File: config.mk
export PLATFORM = sky130hd
export DESIGN_NAME = gps_seconds_calendar_convert_top
export DESIGN_NICKNAME = d
export VERILOG_FILES = /design/src/hw/rtl/gsc_pkg.sv /design/src/hw/rtl/gps_seconds_calendar_convert_top.sv /design/src/hw/rtl/gsc_ctl.sv /design/src/hw/rtl/gsc_s2d.sv /design/src/hw/rtl/gsc_d2s.sv
export SDC_FILE = /design/constraint.sdc
export NUM_CORES = 2
export LEC_CHECK = 0
export BUFFER_PORTS_ARGS = -buffer_cell sky130_fd_sc_hd__buf_4
export CAP_MARGIN = 20
export CORE_MARGIN = 4
export CORE_UTILIZATION = 45
export DETAILED_ROUTE_END_ITERATION = 12
export PLACE_DENSITY = 0.67
export REMOVE_ABC_BUFFERS = 1
export SYNTH_ARGS = -nofsm -noshare
export SYNTH_HDL_FRONTEND = slang
export SYNTH_SLANG_ARGS = --single-unit
File: constraint.sdc
create_clock -name clk -period 15.6 [get_ports clk]
set_clock_uncertainty 0.2 [all_clocks]
set_input_delay 3.12 -clock clk [delete_from_list [all_inputs] [get_ports clk]]
set_output_delay 3.12 -clock clk [all_outputs]
set_load 0.01 [all_outputs]
File: src/hw/rtl/gsc_pkg.sv
`default_nettype none
package gsc_pkg;

  // Register stages of each conversion path, plus the output register.
  localparam int CORE_DEPTH = 11;
  localparam int PIPE_DEPTH = CORE_DEPTH + 1;

  localparam logic [31:0] EPOCH_SHIFT_S = 32'd432000;
  localparam logic [11:0] BASE_YEAR     = 12'd1980;
  localparam logic [10:0] QUAD_DAYS     = 11'd1461;

  // Reciprocals: q = (x * MUL) >> SHIFT is the quotient or one below it.
  localparam logic [30:0] MUL60   = 31'd1145324612;  // 2^34 / 15, x = t >> 2
  localparam logic [18:0] MUL3    = 19'd349525;      // 2^20 / 3,  x = t >> 3
  localparam logic [16:0] MUL1461 = 17'd91867;       // 2^27 / 1461
  localparam logic [16:0] MUL7    = 17'd74898;       // 2^19 / 7

  typedef struct packed {
    logic [11:0] year;
    logic [3:0]  month;
    logic [4:0]  day;
    logic [4:0]  hour;
    logic [5:0]  minute;
    logic [5:0]  sec;
    logic [2:0]  weekday;
  } date_t;

  typedef struct packed {
    logic [11:0] year;
    logic [3:0]  month;
    logic [4:0]  day;
    logic [4:0]  hour;
    logic [5:0]  minute;
    logic [5:0]  sec;
  } date_in_t;

  // First day of each year within a four-year set.
  function automatic logic [10:0] yr_start(input logic [1:0] idx);
    logic [10:0] v;
    unique case (idx)
      2'd0:    v = 11'd0;
      2'd1:    v = 11'd366;
      2'd2:    v = 11'd731;
      default: v = 11'd1096;
    endcase
    return v;
  endfunction

  // First day of each month within a year; index 12 is the year length.
  function automatic logic [8:0] mon_start(input logic leap, input logic [3:0] idx);
    logic [8:0] v;
    unique case (idx)
      4'd0:    v = 9'd0;
      4'd1:    v = 9'd31;
      4'd2:    v = leap ? 9'd60  : 9'd59;
      4'd3:    v = leap ? 9'd91  : 9'd90;
      4'd4:    v = leap ? 9'd121 : 9'd120;
      4'd5:    v = leap ? 9'd152 : 9'd151;
      4'd6:    v = leap ? 9'd182 : 9'd181;
      4'd7:    v = leap ? 9'd213 : 9'd212;
      4'd8:    v = leap ? 9'd244 : 9'd243;
      4'd9:    v = leap ? 9'd274 : 9'd273;
      4'd10:   v = leap ? 9'd305 : 9'd304;
      4'd11:   v = leap ? 9'd335 : 9'd334;
      default: v = leap ? 9'd366 : 9'd365;
    endcase
    return v;
  endfunction

endpackage
`default_nettype wire

File: src/hw/rtl/gps_seconds_calendar_convert_top.sv
// Throughput: one beat per cycle in both directions; a stall on the output
// holds the pipeline, and empty stages ahead of it keep accepting input.
// Reset: rst (synchronous, active high) clears the valid bit of every stage;
// the data registers are not reset.
`default_nettype none
module gps_seconds_calendar_convert_top import gsc_pkg::*; (
  input  logic        clk,
  input  logic        rst,
  input  logic        s_axis_tvalid,
  output logic        s_axis_tready,
  // in_seconds, in_year, in_month, in_day, in_hour, in_minute, in_sec, 2 zero bits
  input  logic [71:0] s_axis_tdata,
  // cmd
  input  logic        s_axis_tuser,
  output logic        m_axis_tvalid,
  input  logic        m_axis_tready,
  // out_seconds, out_year, out_month, out_day, out_hour, out_minute, out_sec,
  // weekday, 7 zero bits
  output logic [79:0] m_axis_tdata
);

  logic [PIPE_DEPTH-1:0] en;
  date_in_t              din;
  date_t                 date;
  logic [31:0]           secs;
  logic                  cmd_d;
  logic [79:0]           out_data;

  assign din.year   = s_axis_tdata[43:32];
  assign din.month  = s_axis_tdata[47:44];
  assign din.day    = s_axis_tdata[52:48];
  assign din.hour   = s_axis_tdata[57:53];
  assign din.minute = s_axis_tdata[63:58];
  assign din.sec    = s_axis_tdata[69:64];

  gsc_ctl u_ctl (
    .clk     (clk),
    .rst     (rst),
    .s_valid (s_axis_tvalid),
    .s_ready (s_axis_tready),
    .m_valid (m_axis_tvalid),
    .m_ready (m_axis_tready),
    .en      (en)
  );

  gsc_s2d u_s2d (
    .clk     (clk),
    .en      (en[CORE_DEPTH-1:0]),
    .seconds (s_axis_tdata[31:0]),
    .date    (date)
  );

  gsc_d2s u_d2s (
    .clk     (clk),
    .en      (en[CORE_DEPTH-1:0]),
    .cmd     (s_axis_tuser),
    .din     (din),
    .cmd_out (cmd_d),
    .seconds (secs)
  );

  // Zero the fields of the direction not asked for.
  always_ff @(posedge clk) begin
    if (en[PIPE_DEPTH-1]) begin
      if (cmd_d) begin
        out_data <= {48'd0, secs};
      end else begin
        out_data <= {7'd0, date.weekday, date.sec, date.minute, date.hour,
                     date.day, date.month, date.year, 32'd0};
      end
    end
  end

  assign m_axis_tdata = out_data;

endmodule
`default_nettype wire

File: src/hw/rtl/gsc_ctl.sv
`default_nettype none
module gsc_ctl import gsc_pkg::*; (
  input  logic                  clk,
  input  logic                  rst,
  input  logic                  s_valid,
  output logic                  s_ready,
  output logic                  m_valid,
  input  logic                  m_ready,
  output logic [PIPE_DEPTH-1:0] en
);

  logic [PIPE_DEPTH-1:0] vld;

  // A stage loads when it is empty or the stage after it loads too.
  always_comb begin
    en[PIPE_DEPTH-1] = !vld[PIPE_DEPTH-1] || m_ready;
    for (int i = PIPE_DEPTH - 2; i >= 0; i--) begin
      en[i] = !vld[i] || en[i+1];
    end
  end

  always_ff @(posedge clk) begin
    if (rst) begin
      vld <= '0;
    end else begin
      if (en[0]) begin
        vld[0] <= s_valid;
      end
      for (int i = 1; i < PIPE_DEPTH; i++) begin
        if (en[i]) begin
          vld[i] <= vld[i-1];
        end
      end
    end
  end

  assign s_ready = en[0];
  assign m_valid = vld[PIPE_DEPTH-1];

endmodule
`default_nettype wire

File: src/hw/rtl/gsc_s2d.sv
`default_nettype none
module gsc_s2d import gsc_pkg::*; (
  input  logic                  clk,
  input  logic [CORE_DEPTH-1:0] en,
  input  logic [31:0]           seconds,
  output date_t                 date
);

  logic [31:0] s1_t;
  logic [31:0] s2_t;
  logic [26:0] s2_q;
  logic [26:0] s3_t;
  logic [5:0]  s3_sec;
  logic [26:0] s4_t;
  logic [20:0] s4_q;
  logic [5:0]  s4_sec;
  logic [20:0] s5_t;
  logic [5:0]  s5_min;
  logic [5:0]  s5_sec;
  logic [20:0] s6_t;
  logic [15:0] s6_q;
  logic [5:0]  s6_min;
  logic [5:0]  s6_sec;
  logic [15:0] s7_days;
  logic [4:0]  s7_hour;
  logic [5:0]  s7_min;
  logic [5:0]  s7_sec;
  logic [15:0] s8_days;
  logic [16:0] s8_dp1;
  logic [5:0]  s8_q;
  logic [4:0]  s8_hour;
  logic [5:0]  s8_min;
  logic [5:0]  s8_sec;
  logic [5:0]  s9_quad;
  logic [10:0] s9_rem;
  logic [16:0] s9_dp1;
  logic [12:0] s9_wq;
  logic [4:0]  s9_hour;
  logic [5:0]  s9_min;
  logic [5:0]  s9_sec;
  logic [11:0] s10_year;
  logic [1:0]  s10_yi;
  logic [8:0]  s10_rem;
  logic [2:0]  s10_wd;
  logic [4:0]  s10_hour;
  logic [5:0]  s10_min;
  logic [5:0]  s10_sec;
  date_t       s11;

  logic [60:0] p2;
  logic [31:0] r3;
  logic [55:0] p4;
  logic [26:0] r5;
  logic [36:0] p6;
  logic [20:0] r7;
  logic [32:0] p8;
  logic [16:0] r9;
  logic [33:0] p9;
  logic [1:0]  yi10;
  logic [16:0] r10;
  logic [3:0]  mi11;
  logic [8:0]  base11;

  always_comb begin
    p2 = 61'(s1_t[31:2]) * 61'(MUL60);
    r3 = s2_t - (32'({s2_q, 6'b0}) - 32'({s2_q, 2'b0}));
    p4 = 56'(s3_t[26:2]) * 56'(MUL60);
    r5 = s4_t - (27'({s4_q, 6'b0}) - 27'({s4_q, 2'b0}));
    p6 = 37'(s5_t[20:3]) * 37'(MUL3);
    r7 = s6_t - (21'({s6_q, 4'b0}) + 21'({s6_q, 3'b0}));
    p8 = 33'(s7_days) * 33'(MUL1461);
    r9 = 17'(s8_days) - 17'(s8_q) * 17'(QUAD_DAYS);
    p9 = 34'(s8_dp1) * 34'(MUL7);

    // Year within the four-year set.
    priority if (s9_rem >= yr_start(2'd3)) begin
      yi10 = 2'd3;
    end else if (s9_rem >= yr_start(2'd2)) begin
      yi10 = 2'd2;
    end else if (s9_rem >= yr_start(2'd1)) begin
      yi10 = 2'd1;
    end else begin
      yi10 = 2'd0;
    end
    r10 = s9_dp1 - 17'({s9_wq, 3'b0}) + 17'(s9_wq);

    // Month: last start that the day of year has reached.
    mi11 = 4'd0;
    for (int k = 1; k < 12; k++) begin
      if (9'(s10_rem) >= mon_start(s10_yi == 2'd0, 4'(k))) begin
        mi11 = 4'(k);
      end
    end
    base11 = mon_start(s10_yi == 2'd0, mi11);
  end

  always_ff @(posedge clk) begin
    if (en[0]) begin
      s1_t <= seconds + EPOCH_SHIFT_S;
    end
    if (en[1]) begin
      s2_t <= s1_t;
      s2_q <= p2[60:34];
    end
    if (en[2]) begin
      if (r3[6:0] >= 7'd60) begin
        s3_t   <= s2_q + 27'd1;
        s3_sec <= 6'(r3[6:0] - 7'd60);
      end else begin
        s3_t   <= s2_q;
        s3_sec <= r3[5:0];
      end
    end
    if (en[3]) begin
      s4_t   <= s3_t;
      s4_q   <= p4[54:34];
      s4_sec <= s3_sec;
    end
    if (en[4]) begin
      if (r5[6:0] >= 7'd60) begin
        s5_t   <= s4_q + 21'd1;
        s5_min <= 6'(r5[6:0] - 7'd60);
      end else begin
        s5_t   <= s4_q;
        s5_min <= r5[5:0];
      end
      s5_sec <= s4_sec;
    end
    if (en[5]) begin
      s6_t   <= s5_t;
      s6_q   <= p6[35:20];
      s6_min <= s5_min;
      s6_sec <= s5_sec;
    end
    if (en[6]) begin
      if (r7[5:0] >= 6'd24) begin
        s7_days <= s6_q + 16'd1;
        s7_hour <= 5'(r7[5:0] - 6'd24);
      end else begin
        s7_days <= s6_q;
        s7_hour <= r7[4:0];
      end
      s7_min <= s6_min;
      s7_sec <= s6_sec;
    end
    if (en[7]) begin
      s8_days <= s7_days;
      s8_dp1  <= 17'(s7_days) + 17'd1;
      s8_q    <= p8[32:27];
      s8_hour <= s7_hour;
      s8_min  <= s7_min;
      s8_sec  <= s7_sec;
    end
    if (en[8]) begin
      if (r9 >= 17'(QUAD_DAYS)) begin
        s9_quad <= s8_q + 6'd1;
        s9_rem  <= 11'(r9 - 17'(QUAD_DAYS));
      end else begin
        s9_quad <= s8_q;
        s9_rem  <= r9[10:0];
      end
      s9_dp1  <= s8_dp1;
      s9_wq   <= p9[31:19];
      s9_hour <= s8_hour;
      s9_min  <= s8_min;
      s9_sec  <= s8_sec;
    end
    if (en[9]) begin
      // 1461 = 5 mod 7 and the set starts on a Tuesday, so weekday = (days + 1) mod 7.
      s10_year <= BASE_YEAR + 12'({s9_quad, yi10});
      s10_yi   <= yi10;
      s10_rem  <= 9'(s9_rem - yr_start(yi10));
      s10_wd   <= (r10[3:0] >= 4'd7) ? 3'(r10[3:0] - 4'd7) : r10[2:0];
      s10_hour <= s9_hour;
      s10_min  <= s9_min;
      s10_sec  <= s9_sec;
    end
    if (en[10]) begin
      s11.year    <= s10_year;
      s11.month   <= mi11 + 4'd1;
      s11.day     <= 5'(s10_rem - base11 + 9'd1);
      s11.hour    <= s10_hour;
      s11.minute  <= s10_min;
      s11.sec     <= s10_sec;
      s11.weekday <= s10_wd;
    end
  end

  assign date = s11;

endmodule
`default_nettype wire

File: src/hw/rtl/gsc_d2s.sv
`default_nettype none
module gsc_d2s import gsc_pkg::*; (
  input  logic                  clk,
  input  logic [CORE_DEPTH-1:0] en,
  input  logic                  cmd,
  input  date_in_t              din,
  output logic                  cmd_out,
  output logic [31:0]           seconds
);

  localparam int PAD = CORE_DEPTH - 7;

  logic signed [10:0] d1_sets;
  logic [1:0]         d1_yi;
  logic [3:0]         d1_mi;
  logic [4:0]         d1_day;
  logic [4:0]         d1_hour;
  logic [5:0]         d1_min;
  logic [5:0]         d1_sec;
  logic               d1_cmd;
  logic [31:0]        d2_mul;
  logic [31:0]        d2_add;
  logic [4:0]         d2_hour;
  logic [5:0]         d2_min;
  logic [5:0]         d2_sec;
  logic               d2_cmd;
  logic [31:0]        d3_t;
  logic [4:0]         d3_hour;
  logic [5:0]         d3_min;
  logic [5:0]         d3_sec;
  logic               d3_cmd;
  logic [31:0]        d4_t;
  logic [5:0]         d4_min;
  logic [5:0]         d4_sec;
  logic               d4_cmd;
  logic [31:0]        d5_t;
  logic [5:0]         d5_sec;
  logic               d5_cmd;
  logic [31:0]        d6_t;
  logic               d6_cmd;
  logic [31:0]        d7_t;
  logic               d7_cmd;
  logic [31:0]        dly_t   [PAD];
  logic               dly_cmd [PAD];

  logic signed [12:0] yd;
  logic signed [12:0] yd_adj;
  logic [3:0]         mi1;
  logic [10:0]        off2;

  localparam logic signed [11:0] QUAD_DAYS_S = 12'sd1461;

  always_comb begin
    yd     = $signed({1'b0, din.year}) - $signed({1'b0, BASE_YEAR});
    // Round the set count toward zero for years before the base year.
    yd_adj = yd[12] ? yd + 13'sd3 : yd;
    mi1    = (din.month == 4'd0) ? 4'd0 : din.month - 4'd1;
    if (mi1 > 4'd12) begin
      mi1 = 4'd12;
    end
    off2 = (d1_yi == 2'd0) ? 11'(mon_start(1'b1, d1_mi))
                           : yr_start(d1_yi) + 11'(mon_start(1'b0, d1_mi));
  end

  always_ff @(posedge clk) begin
    if (en[0]) begin
      d1_sets <= 11'(yd_adj >>> 2);
      d1_yi   <= din.year[1:0];
      d1_mi   <= mi1;
      d1_day  <= din.day;
      d1_hour <= din.hour;
      d1_min  <= din.minute;
      d1_sec  <= din.sec;
      d1_cmd  <= cmd;
    end
    if (en[1]) begin
      d2_mul  <= 32'(d1_sets) * 32'(QUAD_DAYS_S);
      d2_add  <= 32'(off2) + 32'(d1_day) - 32'd1;
      d2_hour <= d1_hour;
      d2_min  <= d1_min;
      d2_sec  <= d1_sec;
      d2_cmd  <= d1_cmd;
    end
    if (en[2]) begin
      d3_t    <= d2_mul + d2_add;
      d3_hour <= d2_hour;
      d3_min  <= d2_min;
      d3_sec  <= d2_sec;
      d3_cmd  <= d2_cmd;
    end
    if (en[3]) begin
      d4_t   <= (d3_t << 4) + (d3_t << 3) + 32'(d3_hour);
      d4_min <= d3_min;
      d4_sec <= d3_sec;
      d4_cmd <= d3_cmd;
    end
    if (en[4]) begin
      d5_t   <= (d4_t << 6) - (d4_t << 2) + 32'(d4_min);
      d5_sec <= d4_sec;
      d5_cmd <= d4_cmd;
    end
    if (en[5]) begin
      d6_t   <= (d5_t << 6) - (d5_t << 2) + 32'(d5_sec);
      d6_cmd <= d5_cmd;
    end
    if (en[6]) begin
      d7_t   <= d6_t - EPOCH_SHIFT_S;
      d7_cmd <= d6_cmd;
    end
    // Delay to line up with the date path.
    if (en[7]) begin
      dly_t[0]   <= d7_t;
      dly_cmd[0] <= d7_cmd;
    end
    for (int i = 1; i < PAD; i++) begin
      if (en[7+i]) begin
        dly_t[i]   <= dly_t[i-1];
        dly_cmd[i] <= dly_cmd[i-1];
      end
    end
  end

  assign seconds = dly_t[PAD-1];
  assign cmd_out = dly_cmd[PAD-1];

endmodule
`default_nettype wire

; ---- After elaboration in Yosys (flattened, before gate mapping)
; Memory sizes are Yosys's and may differ from the RTL's. A register that Yosys moved wholly into a read port is not among the register bits.
; Cells that the tools add are included.
[word_totals]
ff_bits = 756
ramBits = 132
rom_bits = 288
in_bits = 77
out_inout_bits = 82
n_memories = 4
[memory_table]
columns = name, depth, width, read_ports, rd_ports_with_merged_regs, wr, line_no
row1 = (name not given), 16, 9, 1, 1, 0, gsc_pkg.sv:52  ; unique case (idx)
row2 = (name not given), 16, 9, 1, 1, 0, gsc_pkg.sv:52
row3 = u_d2s.dly_t, 4, 32, 4, 1, 4, gsc_d2s.sv:43  ; logic [31:0] dly_t [PAD];
row4 = u_d2s.dly_cmd, 4, 1, 4, 0, 4, gsc_d2s.sv:44  ; logic dly_cmd [PAD];
[classes]
addsub = 39
multipliers = 7
order_cmp = 20
n_eq_ne = 15
muxes = 53
n_reduce_logical = 30
[op_table]
columns = op, n
row1 = 5-bit one-hot mux with 12 select lines, 1
row2 = 30-bit by 29-bit multiplier with 59-bit output (second input constant), 1
row3 = 25-bit by 29-bit multiplier with 53-bit output (second input constant), 1
row4 = 4-bit two-way mux, 10
row5 = 9-bit by 8-bit >= comparator with 1-bit output, 4
row6 = 18-bit by 19-bit multiplier with 36-bit output (second input constant), 1
row7 = 16-bit by 17-bit multiplier with 33-bit output (second input constant), 1
row8 = 11-bit one-hot mux with 3 select lines, 1
row9 = 32-bit by 19-bit adder with 32-bit output (second input constant), 1
row10 = 32-bit by 6-bit adder with 32-bit output, 1
row11 = 32-bit by 19-bit subtractor with 32-bit output (second input constant), 1
row12 = 32-bit subtractor, 1
row13 = 30-bit by 6-bit adder with 30-bit output, 1
row14 = 30-bit subtractor, 1
row15 = 28-bit adder, 1
row16 = 28-bit by 5-bit adder with 28-bit output, 1
row17 = 7-bit subtractor, 4
row18 = 27-bit by 1-bit adder with 27-bit output (second input constant), 1
row19 = 9-bit >= comparator, 3
row20 = 27-bit two-way mux, 1
row21 = 9-bit one-hot mux with 3 select lines, 1
row22 = 23-bit by 13-bit adder with 24-bit output, 1
row23 = 11-bit by 12-bit multiplier with 23-bit output (second input constant), 1
row24 = 17-bit by 16-bit multiplier with 22-bit output (second input constant), 1
row25 = 56 further kinds, 123

; ---- Logic depth before layout (Yosys ltp)
[depth]
word_depth = 17
ltp_mapped = 26
mapped_depth_nobuf = 26

; ---- Cells and area by module
; Synthesis repeated with hierarchy kept, for this count alone.
[hier_totals]
cells_unflattened = 5524
area_unflattened_um2 = 66692.7
[by_module_without_submodules]
columns = mod, n_inst, cells_each, area_each_um2, seq_area_each_um2
row1 = gsc_s2d, 1, 3599, 41185.8, 12401.9
row2 = gsc_d2s, 1, 1706, 22181.3, 12652.1
row3 = gps_seconds_calendar_convert_top, 1, 162, 2780.2, 2192.1
row4 = gsc_ctl, 1, 57, 545.5, 240.2

; ---- Least setup slack after synthesis
; No wires, ideal clock.
[synth_path]
path_kind = input-to-output
start = input port m_axis_tready
end = output port s_axis_tready
arrival_ns = 12.047
required_ns = 12.280
path_slack_ns = 0.233
stages = 9
path_buffers = 0
path_cell_list = nand2b_1 nor2_1 inv_1 nor3_1 inv_1 nor2_1 inv_1 nor2_1 nand3_1
[synth_via]
elab_chain_len = 12
[synth_lines]
columns = element, line_no
row1 = "start, declared", gps_seconds_calendar_convert_top.sv:16  ; input logic m_axis_tready,
row2 = 1-bit logical OR, gsc_ctl.sv:16  ; en[PIPE_DEPTH-1] = !vld[PIPE_DEPTH-1] || m_ready;
row3 = 1-bit logical OR, gsc_ctl.sv:18  ; en[i] = !vld[i] || en[i+1];
row4 = named net en[10], gps_seconds_calendar_convert_top.sv:22  ; logic [PIPE_DEPTH-1:0] en;
row5 = 1-bit logical OR (4 in series), gsc_ctl.sv:18
row6 = named net en[6], gps_seconds_calendar_convert_top.sv:22
row7 = 1-bit logical OR (3 in series), gsc_ctl.sv:18
row8 = named net en[3], gps_seconds_calendar_convert_top.sv:22
row9 = 1-bit logical OR (3 in series), gsc_ctl.sv:18
row10 = "end, declared", gps_seconds_calendar_convert_top.sv:10  ; output logic s_axis_tready,
; The timed path passes the listed nets, and every way through them passes these cells.

; ---- Final worst setup path
[layout_path]
start = input port m_axis_tready
end = output port s_axis_tready
[layout_via]
elab_chain_len = 12
[layout_lines]
columns = element, line_no
row1 = 1-bit logical OR, gsc_ctl.sv:16
row2 = named net en[11], gps_seconds_calendar_convert_top.sv:22
row3 = 1-bit logical OR, gsc_ctl.sv:18
row4 = named net en[10], gps_seconds_calendar_convert_top.sv:22
row5 = 1-bit logical OR (4 in series), gsc_ctl.sv:18
row6 = named net en[6], gps_seconds_calendar_convert_top.sv:22
row7 = 1-bit logical OR (3 in series), gsc_ctl.sv:18
row8 = named net en[3], gps_seconds_calendar_convert_top.sv:22
row9 = 1-bit logical OR (3 in series), gsc_ctl.sv:18
; The timed path passes the listed nets, and every way through them passes these cells.

==> reports/metrics.yaml <==
status:
  outcome: "completed"
timing:
  report.final.setup_viol: 0
  tns_ns: 0
  rsz0062_at_grt: "false"
  fin_crit_sh: 0.6279
  fin_crit_ns: 9.796
  max_slew.worst_pin.slew_ns: 1.046
  fmax_mhz: 102.1
  slew-limit-headroom: 0.3025
  maxSlewViolCount: 0
  final_hold_viol_count: 0
synthesis:
  yosysWarningCount: 0
  post_synth_num_cell_types: 79
  postSynthRegisterBits: 924
  ys_top_cells_by_area: "sky130_fd_sc_hd__edfxtp_1, sky130_fd_sc_hd__ha_1, sky130_fd_sc_hd__fa_1"
  postSynth.asyncResetShare: 0
  synthesized_cell_area_um2: 65780
  synthDominantAreaCellType: "sky130_fd_sc_hd__edfxtp_1"
  synth_seq_area_share: 0.4178
  yosys_most_used_dff: "sky130_fd_sc_hd__edfxtp_1"
  synth.top_cells.by_count: "sky130_fd_sc_hd__ha_1, sky130_fd_sc_hd__inv_1, sky130_fd_sc_hd__edfxtp_1"
  synthesis.area_per_instance_um2: 12.17
  gate_count_post_synth: 5406
  yosysMostFrequentCell: "sky130_fd_sc_hd__ha_1"
  synth_top_cell_area_share: 0.4099
  synth_edf_count: 898
layout:
  num_antenna_cells: 0
  drive_gt1_frac: 0.06367
  layout.nets: 7170
  layout.filler_cells: 12681
  sequential_cell_area_um2: 27490
  syn2layout_area_growth_pct: 10.42
  multiInputGateArea_um2: 34630
clock_network:
  cts_root_buffer: "sky130_fd_sc_hd__clkbuf_16"
  cts_num_sinks: 924
  postCtsHoldBufs: 0
  clock_latency_ns: 0.68
  htreeDepth: 3
  post_cts.repair.setup_buffers: 0
  clock_tree_from_tritoncts: "yes"
  cts_buffers: 93
  clock_buffer_depth: 3
  path_clk_slew_ns: 0.06
  post_cts_resize_count: 0
detailed_routing:
  routed_wl_um: 117800
  route.detailed.vias_per_inst: 5.004
  detailroute.via_count: 38203
  drc: 0
  detail-route-antenna-nets: 0
  post_drt_wl_per_cell_um: 15.43
  first_drt_iteration_drcs: 1727
  detail_route.first_pass.iterations: 5
setup_path:
  crit_fanout: 67
  path_buf_inv: 6
  cp_data_arrival_time_ns: 6.48
  critical_path_cell_sequence: "buf_4, nand2b_4, nor2_1, clkinv_2, nor3_1, inv_2, buf_4, nor2_1, inv_2, nor2_1, nand3_4, buf_4"
  critical_path_required_ns: 12.28
  timing.critical_path.slowest_cell_delay_ns: 0.71
  kind_of_cell_with_the_highest_combined_delay_on_the_critical_path: "simple AND/OR/NAND/NOR gates"
  timing.critical_path.slowest_stage_cell: "sky130_fd_sc_hd__nor3_1"
  kind_of_end_point_of_the_critical_path: "output port"
  worstSetupStartpointType: "primary input"
  critical_path_class: "in2out"
place:
  detailed_place_hpwl_um: 96180
  i_o_buffers: 149
  routabilityCongestion: 0.8960
global_routing:
  grt.overflow.total: 0
  grt_pass1_wl_um: 199600
  grt_pass1_vias: 40010
  antenna_found_initial: 1
  largest_net_degree_at_the_start_of_global_routing: 90
  groute.usage.overall: 0.1596
min_path:
  hold_path.class: "reg2reg"
floorplan:
  placeableCoreArea_um2: 145400
  chipWidth_um: 390.3
  fp.dieArea_um2: 152400
  vertical_die_dimension_um: 390.3
  io_pins: 159
  placement_rows: 140
  start_util: 0.4525
job:
  max_cap_viol_count: 0
==> cells by family after synthesis <==
kind of cell,share of synthesized area
XOR/XNOR,0.05352
AND/OR/NAND/NOR,0.06571
adder cells (fa/ha/maj),0.3301
buffers and inverters,0.05689
multiplexers,0.001731
AO/OA/AOI/OAI,0.07418
flip-flops,0.4178
other,0.00005701
==> registers in the layout, summed over array words and instances (netlist names), 17 cells and up, named ones only <==
register	count
u_d2s.dly_t	128
m_axis_tdata	73
u_s2d.date	41
u_d2s.d6_t	32
u_d2s.d7_t	32
u_s2d.s1_t	32
u_d2s.d5_t	30
u_d2s.d4_t	28
u_s2d.s2_q	27
u_s2d.s3_t	27
u_d2s.d3_t	24
u_d2s.d2_mul	23
u_s2d.s4_q	21
u_s2d.s5_t	21
u_s2d.s8_dp1	17
==> stage by stage <==
| step | utilization | instances | instance area, um2 | setup slack (ns) | hold WS (ns) |
|---|---|---|---|---|---|
| global placement | 0.4769 | 7460 | 69340 | 5.718 | 0.2016 |
| detailed placement | 0.4769 | 7460 | 69340 | 5.691 | 0.2045 |
| floorplan | - | 5379 | 65650 | 0.2330 | 0.2003 |
| global route | 0.4996 | 7634 | 72640 | 5.411 | 0.1946 |
| CTS | 0.4994 | 7633 | 72610 | 5.660 | 0.1874 |
| finish | 0.4996 | 7634 | 72640 | 5.804 | 0.1851 |
==> layout make-up <==
class	instances	share of cell area
multi-input combinational	3499	0.4767
inverter	956	0.04943
tap	1917	0.03302
clock buffer	102	0.03280
clock inverter	71	0.01230
sequential	924	0.3784
timing repair buffer	165	0.01733
==> final timing paths <==
| check | slack, ns | from | cells past startpoint | end |
|---|---|---|---|---|
| worst min register to register | 0.19 | u_d2s.d5_sec[0] | 0 | u_d2s.d6_t[0] |
| worst max-delay path | 5.80 | m_axis_tready | 12 | s_axis_tready |
| worst min-delay path | 0.19 | u_d2s.d5_sec[0] | 0 | u_d2s.d6_t[0] |
| worst max register to register | 8.00 | u_s2d.s1_t[3] | 20 | u_s2d.s2_q[26] |
==> metal layers <==
metal | up-vias | global-route usage | share of wire
met1 | 18341 | 0.2152 | 0.46
li1 | 19093 | - | -
met4 | 0 | 0.03550 | 0.022
met5 | - | 0 | 0
met3 | 165 | 0.02504 | 0.038
met2 | 604 | 0.2727 | 0.48
==> worst reg2reg max path: cells and delay by family, from the launching register on <==
family                     cells  cell delay, ns
adders and majority gates      8            3.94
AOI/OAI and AO/OA              4            1.22
and+or+nand+nor                5            1.19
DFF                            1            0.49
buffers and inverters          2            0.19
xor gates and xnor gates       1            0.14
==> cell usage in the layout, fill, tap and decap left out, types with 64 or more instances in the layout <==
cell                        Yosys  routed
sky130_fd_sc_hd__edfxtp_1     898     898
sky130_fd_sc_hd__nor2b_1       77      77
sky130_fd_sc_hd__nand3_1       66      64
sky130_fd_sc_hd__nor3_1        71      71
sky130_fd_sc_hd__clkbuf_16      0      94
sky130_fd_sc_hd__a21o_1       117     117
sky130_fd_sc_hd__xnor2_1      279     279
sky130_fd_sc_hd__ha_1         985     985
sky130_fd_sc_hd__fa_1         469     469
sky130_fd_sc_hd__nand2_1      187     184
sky130_fd_sc_hd__a21oi_1      227     227
sky130_fd_sc_hd__o21ai_0      134     134
sky130_fd_sc_hd__nor2_1       229     229
sky130_fd_sc_hd__xor2_1       123     123
sky130_fd_sc_hd__buf_4          7     164
sky130_fd_sc_hd__inv_1        956     951
Power is left out: the tool's default activity adds up to more than one toggle a clock period on the data nets, which glitch-free logic cannot reach.
